--- src/rtl/core/bgd_pkg.sv ---
// ----------------------------------------------------------------------------
// bgd_pkg
// Shared types, constants and helpers of the button gesture detector.
// ----------------------------------------------------------------------------
package bgd_pkg;

    localparam int NUM_BUTTONS = 8;
    localparam int SLOT_W      = (NUM_BUTTONS > 1) ? $clog2(NUM_BUTTONS) : 1;
    localparam int CNT_W       = 16;
    localparam int ADDR_W      = 5;
    localparam int DATA_W      = 32;

    localparam logic [CNT_W-1:0] CNT_MAX = 16'hFFFF;

    localparam logic [CNT_W-1:0] RST_CLICK_MAX   = 16'h4000;
    localparam logic [CNT_W-1:0] RST_DBCLICK_GAP = 16'h0050;
    localparam logic [CNT_W-1:0] RST_LONG_PRESS  = 16'hA000;
    localparam logic [CNT_W-1:0] RST_REPEAT      = 16'h1000;

    typedef logic [SLOT_W-1:0] t_slot;

    typedef enum logic [2:0] {
        REG_CLICK_MAX   = 3'd0,
        REG_DBCLICK_GAP = 3'd1,
        REG_LONG_PRESS  = 3'd2,
        REG_REPEAT      = 3'd3,
        REG_DBL_ENABLE  = 3'd4,
        REG_PRESS_LEVEL = 3'd5
    } t_reg_idx;

    typedef enum logic [2:0] {
        ST_IDLE   = 3'd0,
        ST_PRESS1 = 3'd1,
        ST_LONG   = 3'd2,
        ST_GAP    = 3'd3,
        ST_PRESS2 = 3'd4
    } t_gstate;

    typedef enum logic [2:0] {
        EV_NONE    = 3'd0,
        EV_CLICK   = 3'd1,
        EV_DBCLICK = 3'd2,
        EV_LONG    = 3'd3,
        EV_REPEAT  = 3'd4
    } t_event;

    typedef struct packed {
        logic [2:0] button_index;
        logic       key_level;
    } t_in_item;

    typedef struct packed {
        logic [2:0] event_button;
        logic [2:0] event_code;
    } t_out_item;

    typedef struct packed {
        logic [CNT_W-1:0] click_max;
        logic [CNT_W-1:0] dbclick_gap;
        logic [CNT_W-1:0] long_press;
        logic [CNT_W-1:0] repeat_ticks;
        logic             dbl_enable;
        logic             pressed_level;
    } t_cfg;

    typedef struct packed {
        t_gstate          gstate;
        logic [CNT_W-1:0] press_ticks;
        logic [CNT_W-1:0] gap_ticks;
        logic [CNT_W-1:0] second_ticks;
    } t_btn_entry;

    localparam t_btn_entry BTN_RESET = '{
        gstate:       ST_IDLE,
        press_ticks:  '0,
        gap_ticks:    '0,
        second_ticks: '0
    };

    function automatic logic [CNT_W-1:0] sat_inc(input logic [CNT_W-1:0] v);
        return (v != CNT_MAX) ? v + 1'b1 : v;
    endfunction

    function automatic logic slot_valid(input logic [2:0] idx);
        return 32'(idx) < NUM_BUTTONS;
    endfunction

endpackage

--- src/rtl/core/bgd_cfg.sv ---
// ----------------------------------------------------------------------------
// bgd_cfg
// APB register file holding the gesture timing limits and mode bits.
// ----------------------------------------------------------------------------
module bgd_cfg import bgd_pkg::*; (
    input  logic              i_clk,
    input  logic              i_rst_n,
    input  logic              psel,
    input  logic              penable,
    input  logic              pwrite,
    input  logic [ADDR_W-1:0] paddr,
    input  logic [DATA_W-1:0] pwdata,
    output logic [DATA_W-1:0] prdata,
    output logic              pready,
    output t_cfg              o_cfg
);

    t_cfg     r_cfg;
    t_cfg     n_cfg;
    t_reg_idx reg_idx;
    logic     wr_en;

    assign pready  = 1'b1;
    assign reg_idx = t_reg_idx'(paddr[4:2]);
    assign wr_en   = psel && penable && pwrite;
    assign o_cfg   = r_cfg;

    always_comb begin
        n_cfg = r_cfg;
        if (wr_en) begin
            case (reg_idx)
                REG_CLICK_MAX:   n_cfg.click_max     = pwdata[CNT_W-1:0];
                REG_DBCLICK_GAP: n_cfg.dbclick_gap   = pwdata[CNT_W-1:0];
                REG_LONG_PRESS:  n_cfg.long_press    = pwdata[CNT_W-1:0];
                REG_REPEAT:      n_cfg.repeat_ticks  = pwdata[CNT_W-1:0];
                REG_DBL_ENABLE:  n_cfg.dbl_enable    = pwdata[0];
                REG_PRESS_LEVEL: n_cfg.pressed_level = pwdata[0];
                default:         n_cfg = r_cfg;
            endcase
        end
    end

    always_comb begin
        case (reg_idx)
            REG_CLICK_MAX:   prdata = DATA_W'(r_cfg.click_max);
            REG_DBCLICK_GAP: prdata = DATA_W'(r_cfg.dbclick_gap);
            REG_LONG_PRESS:  prdata = DATA_W'(r_cfg.long_press);
            REG_REPEAT:      prdata = DATA_W'(r_cfg.repeat_ticks);
            REG_DBL_ENABLE:  prdata = DATA_W'(r_cfg.dbl_enable);
            REG_PRESS_LEVEL: prdata = DATA_W'(r_cfg.pressed_level);
            default:         prdata = '0;
        endcase
    end

    always_ff @(posedge i_clk) begin
        if (!i_rst_n) begin
            r_cfg <= '{
                click_max:     RST_CLICK_MAX,
                dbclick_gap:   RST_DBCLICK_GAP,
                long_press:    RST_LONG_PRESS,
                repeat_ticks:  RST_REPEAT,
                dbl_enable:    1'b0,
                pressed_level: 1'b0
            };
        end else begin
            r_cfg <= n_cfg;
        end
    end

endmodule

--- src/rtl/core/bgd_fsm.sv ---
// ----------------------------------------------------------------------------
// bgd_fsm
// One step of the per-button gesture machine: next state, counters, event.
// ----------------------------------------------------------------------------
module bgd_fsm import bgd_pkg::*; (
    input  t_btn_entry i_cur,
    input  t_cfg       i_cfg,
    input  logic       i_down,
    output t_btn_entry o_next,
    output t_event     o_event
);

    logic [CNT_W-1:0] press_inc;
    logic [CNT_W-1:0] gap_inc;
    logic [CNT_W-1:0] second_inc;

    assign press_inc  = sat_inc(i_cur.press_ticks);
    assign gap_inc    = sat_inc(i_cur.gap_ticks);
    assign second_inc = sat_inc(i_cur.second_ticks);

    // next state and counters
    always_comb begin
        o_next = i_cur;
        case (i_cur.gstate)
            ST_PRESS1: begin
                if (i_down) begin
                    o_next.press_ticks = press_inc;
                    if (press_inc >= i_cfg.long_press) begin
                        o_next.press_ticks = '0;
                        o_next.gstate      = ST_LONG;
                    end
                end else if (i_cur.press_ticks > i_cfg.click_max) begin
                    o_next.gstate = ST_IDLE;
                end else begin
                    o_next.gap_ticks = '0;
                    o_next.gstate    = ST_GAP;
                end
            end
            ST_LONG: begin
                if (i_down) begin
                    o_next.press_ticks = (press_inc >= i_cfg.repeat_ticks) ? '0 : press_inc;
                end else begin
                    o_next.gstate = ST_IDLE;
                end
            end
            ST_GAP: begin
                if (!i_down) begin
                    o_next.gap_ticks = gap_inc;
                    if (gap_inc > i_cfg.dbclick_gap) begin
                        o_next.gstate = ST_IDLE;
                    end
                end else if (i_cfg.dbl_enable) begin
                    o_next.second_ticks = '0;
                    o_next.gstate       = ST_PRESS2;
                end
            end
            ST_PRESS2: begin
                if (i_cfg.dbl_enable && i_down) begin
                    o_next.second_ticks = second_inc;
                end else begin
                    o_next.gstate = ST_IDLE;
                end
            end
            default: begin
                // idle, and unused codes behave as idle
                o_next.gstate = ST_IDLE;
                if (i_down) begin
                    o_next.press_ticks = '0;
                    o_next.gstate      = ST_PRESS1;
                end
            end
        endcase
    end

    // event output
    always_comb begin
        o_event = EV_NONE;
        case (i_cur.gstate)
            ST_PRESS1: begin
                if (i_down && press_inc >= i_cfg.long_press) begin
                    o_event = EV_LONG;
                end
            end
            ST_LONG: begin
                if (i_down && press_inc >= i_cfg.repeat_ticks) begin
                    o_event = EV_REPEAT;
                end
            end
            ST_GAP: begin
                if (!i_down && gap_inc > i_cfg.dbclick_gap) begin
                    o_event = EV_CLICK;
                end
            end
            ST_PRESS2: begin
                if (i_cfg.dbl_enable && !i_down && i_cur.second_ticks <= i_cfg.click_max) begin
                    o_event = EV_DBCLICK;
                end
            end
            default: o_event = EV_NONE;
        endcase
    end

endmodule

--- src/rtl/core/button_gesture_detector.sv ---
// ----------------------------------------------------------------------------
// button_gesture_detector
// Per-button click, double click, long press and repeat detection.
// ----------------------------------------------------------------------------
// Takes one scan tick request per clock while o_in_stall is low, and gives
// exactly one result per request, passed through the input register, then
// the result register. The per-button state and counters sit in flip-flops
// and are read, stepped and written back in the same cycle that the result
// register is loaded, so ticks for the same button may run back to back.
// Ticks for an index at or above the button count return no event.
module button_gesture_detector import bgd_pkg::*; (
    input  logic              i_clk,
    input  logic              i_rst_n,
    input  logic              i_in_valid,
    output logic              o_in_stall,
    input  t_in_item          i_in_data,
    output logic              o_out_valid,
    input  logic              i_out_stall,
    output t_out_item         o_out_data,
    input  logic              psel,
    input  logic              penable,
    input  logic              pwrite,
    input  logic [ADDR_W-1:0] paddr,
    input  logic [DATA_W-1:0] pwdata,
    output logic [DATA_W-1:0] prdata,
    output logic              pready
);

    t_cfg       cfg;
    t_in_item   r_in;
    logic       r_in_valid;
    t_out_item  r_out;
    logic       r_out_valid;
    t_btn_entry r_btn [NUM_BUTTONS];

    logic       out_blocked;
    logic       in_load;
    logic       fire;
    logic       idx_ok;
    t_slot      slot;
    logic       down;
    t_btn_entry cur_entry;
    t_btn_entry n_entry;
    t_event     ev;

    bgd_cfg u_cfg (
        .i_clk   (i_clk),
        .i_rst_n (i_rst_n),
        .psel    (psel),
        .penable (penable),
        .pwrite  (pwrite),
        .paddr   (paddr),
        .pwdata  (pwdata),
        .prdata  (prdata),
        .pready  (pready),
        .o_cfg   (cfg)
    );

    assign out_blocked = r_out_valid && i_out_stall;
    assign o_in_stall  = r_in_valid && out_blocked;
    assign in_load     = i_in_valid && !o_in_stall;
    assign fire        = r_in_valid && !out_blocked;

    assign idx_ok    = slot_valid(r_in.button_index);
    assign slot      = SLOT_W'(r_in.button_index);
    assign down      = (r_in.key_level == cfg.pressed_level);
    assign cur_entry = idx_ok ? r_btn[slot] : BTN_RESET;

    bgd_fsm u_fsm (
        .i_cur   (cur_entry),
        .i_cfg   (cfg),
        .i_down  (down),
        .o_next  (n_entry),
        .o_event (ev)
    );

    assign o_out_valid = r_out_valid;
    assign o_out_data  = r_out;

    always_ff @(posedge i_clk) begin
        if (!i_rst_n) begin
            r_in_valid  <= 1'b0;
            r_out_valid <= 1'b0;
        end else begin
            if (!o_in_stall) begin
                r_in_valid <= i_in_valid;
            end
            if (!out_blocked) begin
                r_out_valid <= r_in_valid;
            end
        end
    end

    always_ff @(posedge i_clk) begin
        if (in_load) begin
            r_in <= i_in_data;
        end
        if (fire) begin
            r_out.event_button <= r_in.button_index;
            r_out.event_code   <= idx_ok ? ev : EV_NONE;
        end
    end

    // per-button state store
    always_ff @(posedge i_clk) begin
        if (!i_rst_n) begin
            for (int i = 0; i < NUM_BUTTONS; i++) begin
                r_btn[i] <= BTN_RESET;
            end
        end else if (fire && idx_ok) begin
            r_btn[slot] <= n_entry;
        end
    end

`ifndef ASSERT_OFF
    a_in_moves_to_out: assert property (@(posedge i_clk) disable iff (!i_rst_n)
        fire |=> r_out_valid)
        else $error("accepted tick did not reach the result register");

    a_stall_needs_item: assert property (@(posedge i_clk) disable iff (!i_rst_n)
        o_in_stall |-> r_in_valid)
        else $error("input stalled with an empty input register");

    a_long_enters_long: assert property (@(posedge i_clk) disable iff (!i_rst_n)
        (fire && idx_ok && ev == EV_LONG) |=> r_btn[$past(slot)].gstate == ST_LONG)
        else $error("long press event without long press state");

    a_repeat_clears_count: assert property (@(posedge i_clk) disable iff (!i_rst_n)
        (fire && idx_ok && (ev == EV_LONG || ev == EV_REPEAT))
            |=> r_btn[$past(slot)].press_ticks == '0)
        else $error("press counter not cleared after long press event");

    a_bad_index_quiet: assert property (@(posedge i_clk) disable iff (!i_rst_n)
        (fire && !idx_ok) |=> r_out.event_code == EV_NONE)
        else $error("event reported for a button beyond the button count");
`endif

endmodule

--- config.mk ---
export PLATFORM = sky130hd
export DESIGN_NAME = button_gesture_detector
export DESIGN_NICKNAME = d
export VERILOG_FILES = /design/src/rtl/core/bgd_pkg.sv /design/src/rtl/core/bgd_cfg.sv /design/src/rtl/core/bgd_fsm.sv /design/src/rtl/core/button_gesture_detector.sv
export SDC_FILE = /design/constraint.sdc
export NUM_CORES = 1
export LEC_CHECK = 0
export BUFFER_PORTS_ARGS = -buffer_cell sky130_fd_sc_hd__buf_2
export CAP_MARGIN = 25
export CORE_MARGIN = 2
export CORE_UTILIZATION = 40
export DETAILED_ROUTE_END_ITERATION = 10
export HOLD_SLACK_MARGIN = 0.15
export REMOVE_ABC_BUFFERS = 1
export SLEW_MARGIN = 20
export SYNTH_ARGS = -nofsm -noshare
export SYNTH_HDL_FRONTEND = slang
export SYNTH_SLANG_ARGS = --single-unit
--- constraint.sdc ---
create_clock -name i_clk -period 13.5 [get_ports i_clk]
set_clock_uncertainty 0.15 [all_clocks]
set_input_delay 0.675 -clock i_clk [delete_from_list [all_inputs] [get_ports i_clk]]
set_output_delay 0.675 -clock i_clk [all_outputs]
set_load 0.1 [all_outputs]
==> parameters.txt <==
Parameter                              Value

Timing
  Worst Hold Margin    0.192 ns
  Worst rel slew slack    0.310
  Number of setup violations in the final report    0
  Hold violation count in the final report    0
  Final period utilization    0.575
  Max-slew violations    0
  Fin Setup TNS    0 ns
  Timing-limited maximum frequency    129 MHz
  Unrepaired setup endpoints after global routing    no
  Least-Margin Pin Slew    1.03 ns
  Time the final worst path needs with I/O delays and setup    7.77 ns

Yosys
  Netlist Area Pre-Place    25,900 µm²
  Synth Register Bits    489
  Compound-cell area share of the yosys netlist    0.0820
  Number of enable-type register cells in the synthesized netlist    418
  Area share of the largest cell type after synthesis    0.484
  Async set or reset register ratio after synthesis    0
  Simple-gate share of the synthesized area    0.146
  XOR/XNOR Fraction of Synth Area    0.00811
  Dominant combinational cell family by area after synthesis    simple AND/OR/NAND/NOR gates
  Post-Synthesis Mean Instance Area    12.1 µm²
  Synthesized-area fraction occupied by adder cells    0.0401
  Post-synth cell types    94
  Sequential fraction of the synthesis area    0.539
  Ys flop type    sky130_fd_sc_hd__edfxtp_1
  Cell count after synthesis    2,150
  Top cell type by total area after synthesis    sky130_fd_sc_hd__edfxtp_1
  Cell types occupying the most area after synthesis    sky130_fd_sc_hd__edfxtp_1, sky130_fd_sc_hd__mux4_2, sky130_fd_sc_hd__nor2_1, sky130_fd_sc_hd__dfxtp_1, sky130_fd_sc_hd__ha_1
  Multiplexer fraction of the synthesized cell area    0.133
  Top post-synthesis cells by count    sky130_fd_sc_hd__nor2_1, sky130_fd_sc_hd__edfxtp_1, sky130_fd_sc_hd__nand2_1
  Syn. warnings    0
  Cell with the most instances after synthesis    sky130_fd_sc_hd__nor2_1

Setup path
  Crit. End Element    flip-flop
  Data arrival time of the critical path    8.05 ns
  Critical path cell sequence    buf_4 > mux4_2 > mux2i_1 > a2111oi_4 > nand4_2 > xnor2_1 > ha_1 > nand2b_1 > a211oi_1 > o21ai_0 > a211oi_1 > nand2_1 > a21oi_4 > o211ai_1 > nor2_1
  Largest fanout on the critical path    31
  Delay of the slowest cell on the worst path    0.90 ns
  WS Path Type    flip-flop to flip-flop
  Data required time at the worst endpoint    13.78 ns
  CP max-delay cell    sky130_fd_sc_hd__dfxtp_2
  Most frequent CP cell    sky130_fd_sc_hd__a211oi_1
  Crit start category    flip-flop

Routing
  Via-to-Cell Ratio    5.73
  Initial detailed-routing violation count    1,687
  Vias    17,582
  Wirelength, routed    71.8 mm
  Number of remaining DRC errors    0
  Count of TritonRoute iterations in the first routing pass    5
  Final antenna-violating net count    0
  Average wire per cell in the routed design    23.4 µm

Floorplanning
  Height of the die    259 µm
  Initial cell density of the core    0.403
  Number of top-level design ports    89
  Core ar.    64,200 µm²
  Die Area    66,800 µm²
  Die boundary width    259 µm
  Row count    93

Worst hold path
  Class of the tightest hold or removal check    input port to flip-flop

Clocking
  Num Clock Sinks    489
  Setup repair bufs after CTS    0
  TritonCTS Buffers    53
  Reg clk slew, reported paths    0.06 ns
  Maximum clock path buffer count    3
  Deepest level of the CTS H-tree    2
  Clock latency on the worst-skew pair    0.62 ns
  TritonCTS clock tree    yes
  Root buffer cell    sky130_fd_sc_hd__clkbuf_16

GRT
  Total global-route track usage    0.215
  Wire length of the first global-routing pass    108 mm
  Number of antenna violations at the first check in global routing    3
  Pin count of the biggest net entering global routing    71
  Number of global-route vias before repair    17,682
  Global route overflow    0

Finish
  Signed area change from the synthesized netlist to the final layout    9.17%
  Finished layout cell area    28,300 µm²
  Filler cell count    5,922
  Layout Nets    2,306
  Number of cells in the finished layout apart from fillers    3,071
  Proportion of layout cells with a drive suffix above 1    0.151
  # diodes    0

Job
  Count of maximum capacitance violations    0

Place
  Weighted congestion at the end of routability-driven global placement    0.885
  Post-DP HPWL    46.0 mm
  Placed Cells incl. Taps    2,970
  Placed Instance Area    26,600 µm²
  Port bufs    53

Power
  Worst VDD drop    105 µV
  Power density normalized to cell area    131 nW/µm²
  Power after layout    3.70 mW
  Leakage Power    9.98 nW

Outcome
  Run status    finished clean
-- area by class of cell --
cell class,count,area [µm²],share of cell area
Clock inverter,28,264,0.00933
Clock buffer,68,1380,0.0489
Inverter,89,334,0.0118
Multi-Input combinational cell,1454,10700,0.378
Timing Repair Buffer,88,553,0.0195
Tap cell,855,1070,0.0378
Sequential cell,489,14000,0.494
-- where the power goes --
part / switching, mW / total, mW / leakage [nW] / internal [mW]
clock: 0.605 / 1.40 / 0.800 / 0.798
combinational: 0.389 / 0.582 / 4.29 / 0.193
sequential: 0.0242 / 1.71 / 4.89 / 1.69
-- critical path: cells and delay by family, from the launching register on --
family          cells  cell delay (ns)
simple gates        4             1.66
xor+xnor            1             0.68
fa+ha+maj           1             0.34
flops               1             0.90
compound gates      6             2.72
mux                 2             0.53
buf+inv             1             0.57
-- per-stage QoR --
stage                util  worst slack [ns]
floorplan               -              4.51
CTS                 0.441              5.89
global placement    0.414              6.09
finish              0.441              5.73
global route        0.441              5.36
detailed placement  0.414              5.92
-- placed cells by master (no fill, tap or decap), types with 15 or more instances in the layout --
master | Yosys | layout
sky130_fd_sc_hd__a21boi_0 | 63 | 62
sky130_fd_sc_hd__a21o_1 | 16 | 16
sky130_fd_sc_hd__a21oi_1 | 50 | 50
sky130_fd_sc_hd__buf_2 | 10 | 53
sky130_fd_sc_hd__buf_4 | 21 | 29
sky130_fd_sc_hd__clkbuf_1 | 58 | 15
sky130_fd_sc_hd__clkbuf_16 | 0 | 53
sky130_fd_sc_hd__conb_1 | 2 | 17
sky130_fd_sc_hd__dfxtp_1 | 71 | 68
sky130_fd_sc_hd__edfxtp_1 | 418 | 418
sky130_fd_sc_hd__ha_1 | 83 | 83
sky130_fd_sc_hd__inv_1 | 89 | 88
sky130_fd_sc_hd__mux2_2 | 21 | 21
sky130_fd_sc_hd__mux2i_1 | 35 | 35
sky130_fd_sc_hd__mux4_1 | 28 | 28
sky130_fd_sc_hd__mux4_2 | 89 | 89
sky130_fd_sc_hd__nand2_1 | 233 | 225
sky130_fd_sc_hd__nand2b_1 | 16 | 16
sky130_fd_sc_hd__nand3_1 | 43 | 42
sky130_fd_sc_hd__nand4_1 | 22 | 22
sky130_fd_sc_hd__nor2_1 | 425 | 425
sky130_fd_sc_hd__nor2b_1 | 24 | 24
sky130_fd_sc_hd__nor3_1 | 40 | 39
sky130_fd_sc_hd__o211ai_1 | 18 | 18
sky130_fd_sc_hd__o21ai_0 | 27 | 27
sky130_fd_sc_hd__xnor2_1 | 21 | 21
-- path summary, 6_finish.rpt --
check,startpoint,end,slack [ns],cells after the start
hold reg to reg,u_cfg.o_cfg[43],u_cfg.o_cfg[43],0.33,2
setup / recovery,flip-flop,r_btn[6][46],5.73,15
setup reg to reg,flip-flop,r_btn[6][46],5.73,15
hold / removal,pwdata[4],u_cfg.o_cfg[38],0.19,3
-- cell families (layout without fill, tap and decap cells) --
group	after synthesis	in the layout
AO/OA/AOI/OAI	283	283
XOR/XNOR	24	24
adder cells (fa/ha/maj)	83	83
buffers and inverters	222	273
flip-flops	489	489
multiplexers	179	179
other	2	17
AND/OR/NAND/NOR	868	868
-- per-layer routing --
layer,track usage,up-vias,share of wire
met5,0,-,0.00046
met4,0.0628,4,0.026
met3,0.0411,131,0.070
met2,0.359,634,0.48
met1,0.287,8891,0.42
li1,-,7922,-
-- sequential cells by signal, summed over array words and instances (netlist names), named ones only --
signal,flops
r_btn,408
u_cfg.o_cfg,66
o_out_data,6
slot,3
o_out_valid,1
r_in,1
r_in_valid,1
-- repair_timing --
item                                    CTS  global route
endpoints found under the setup margin    0             0
endpoints found under the hold margin     7             0
hold buffers                              5             0
resized for setup                         0             0
No activity file was read; power rests on OpenSTA's default activity.
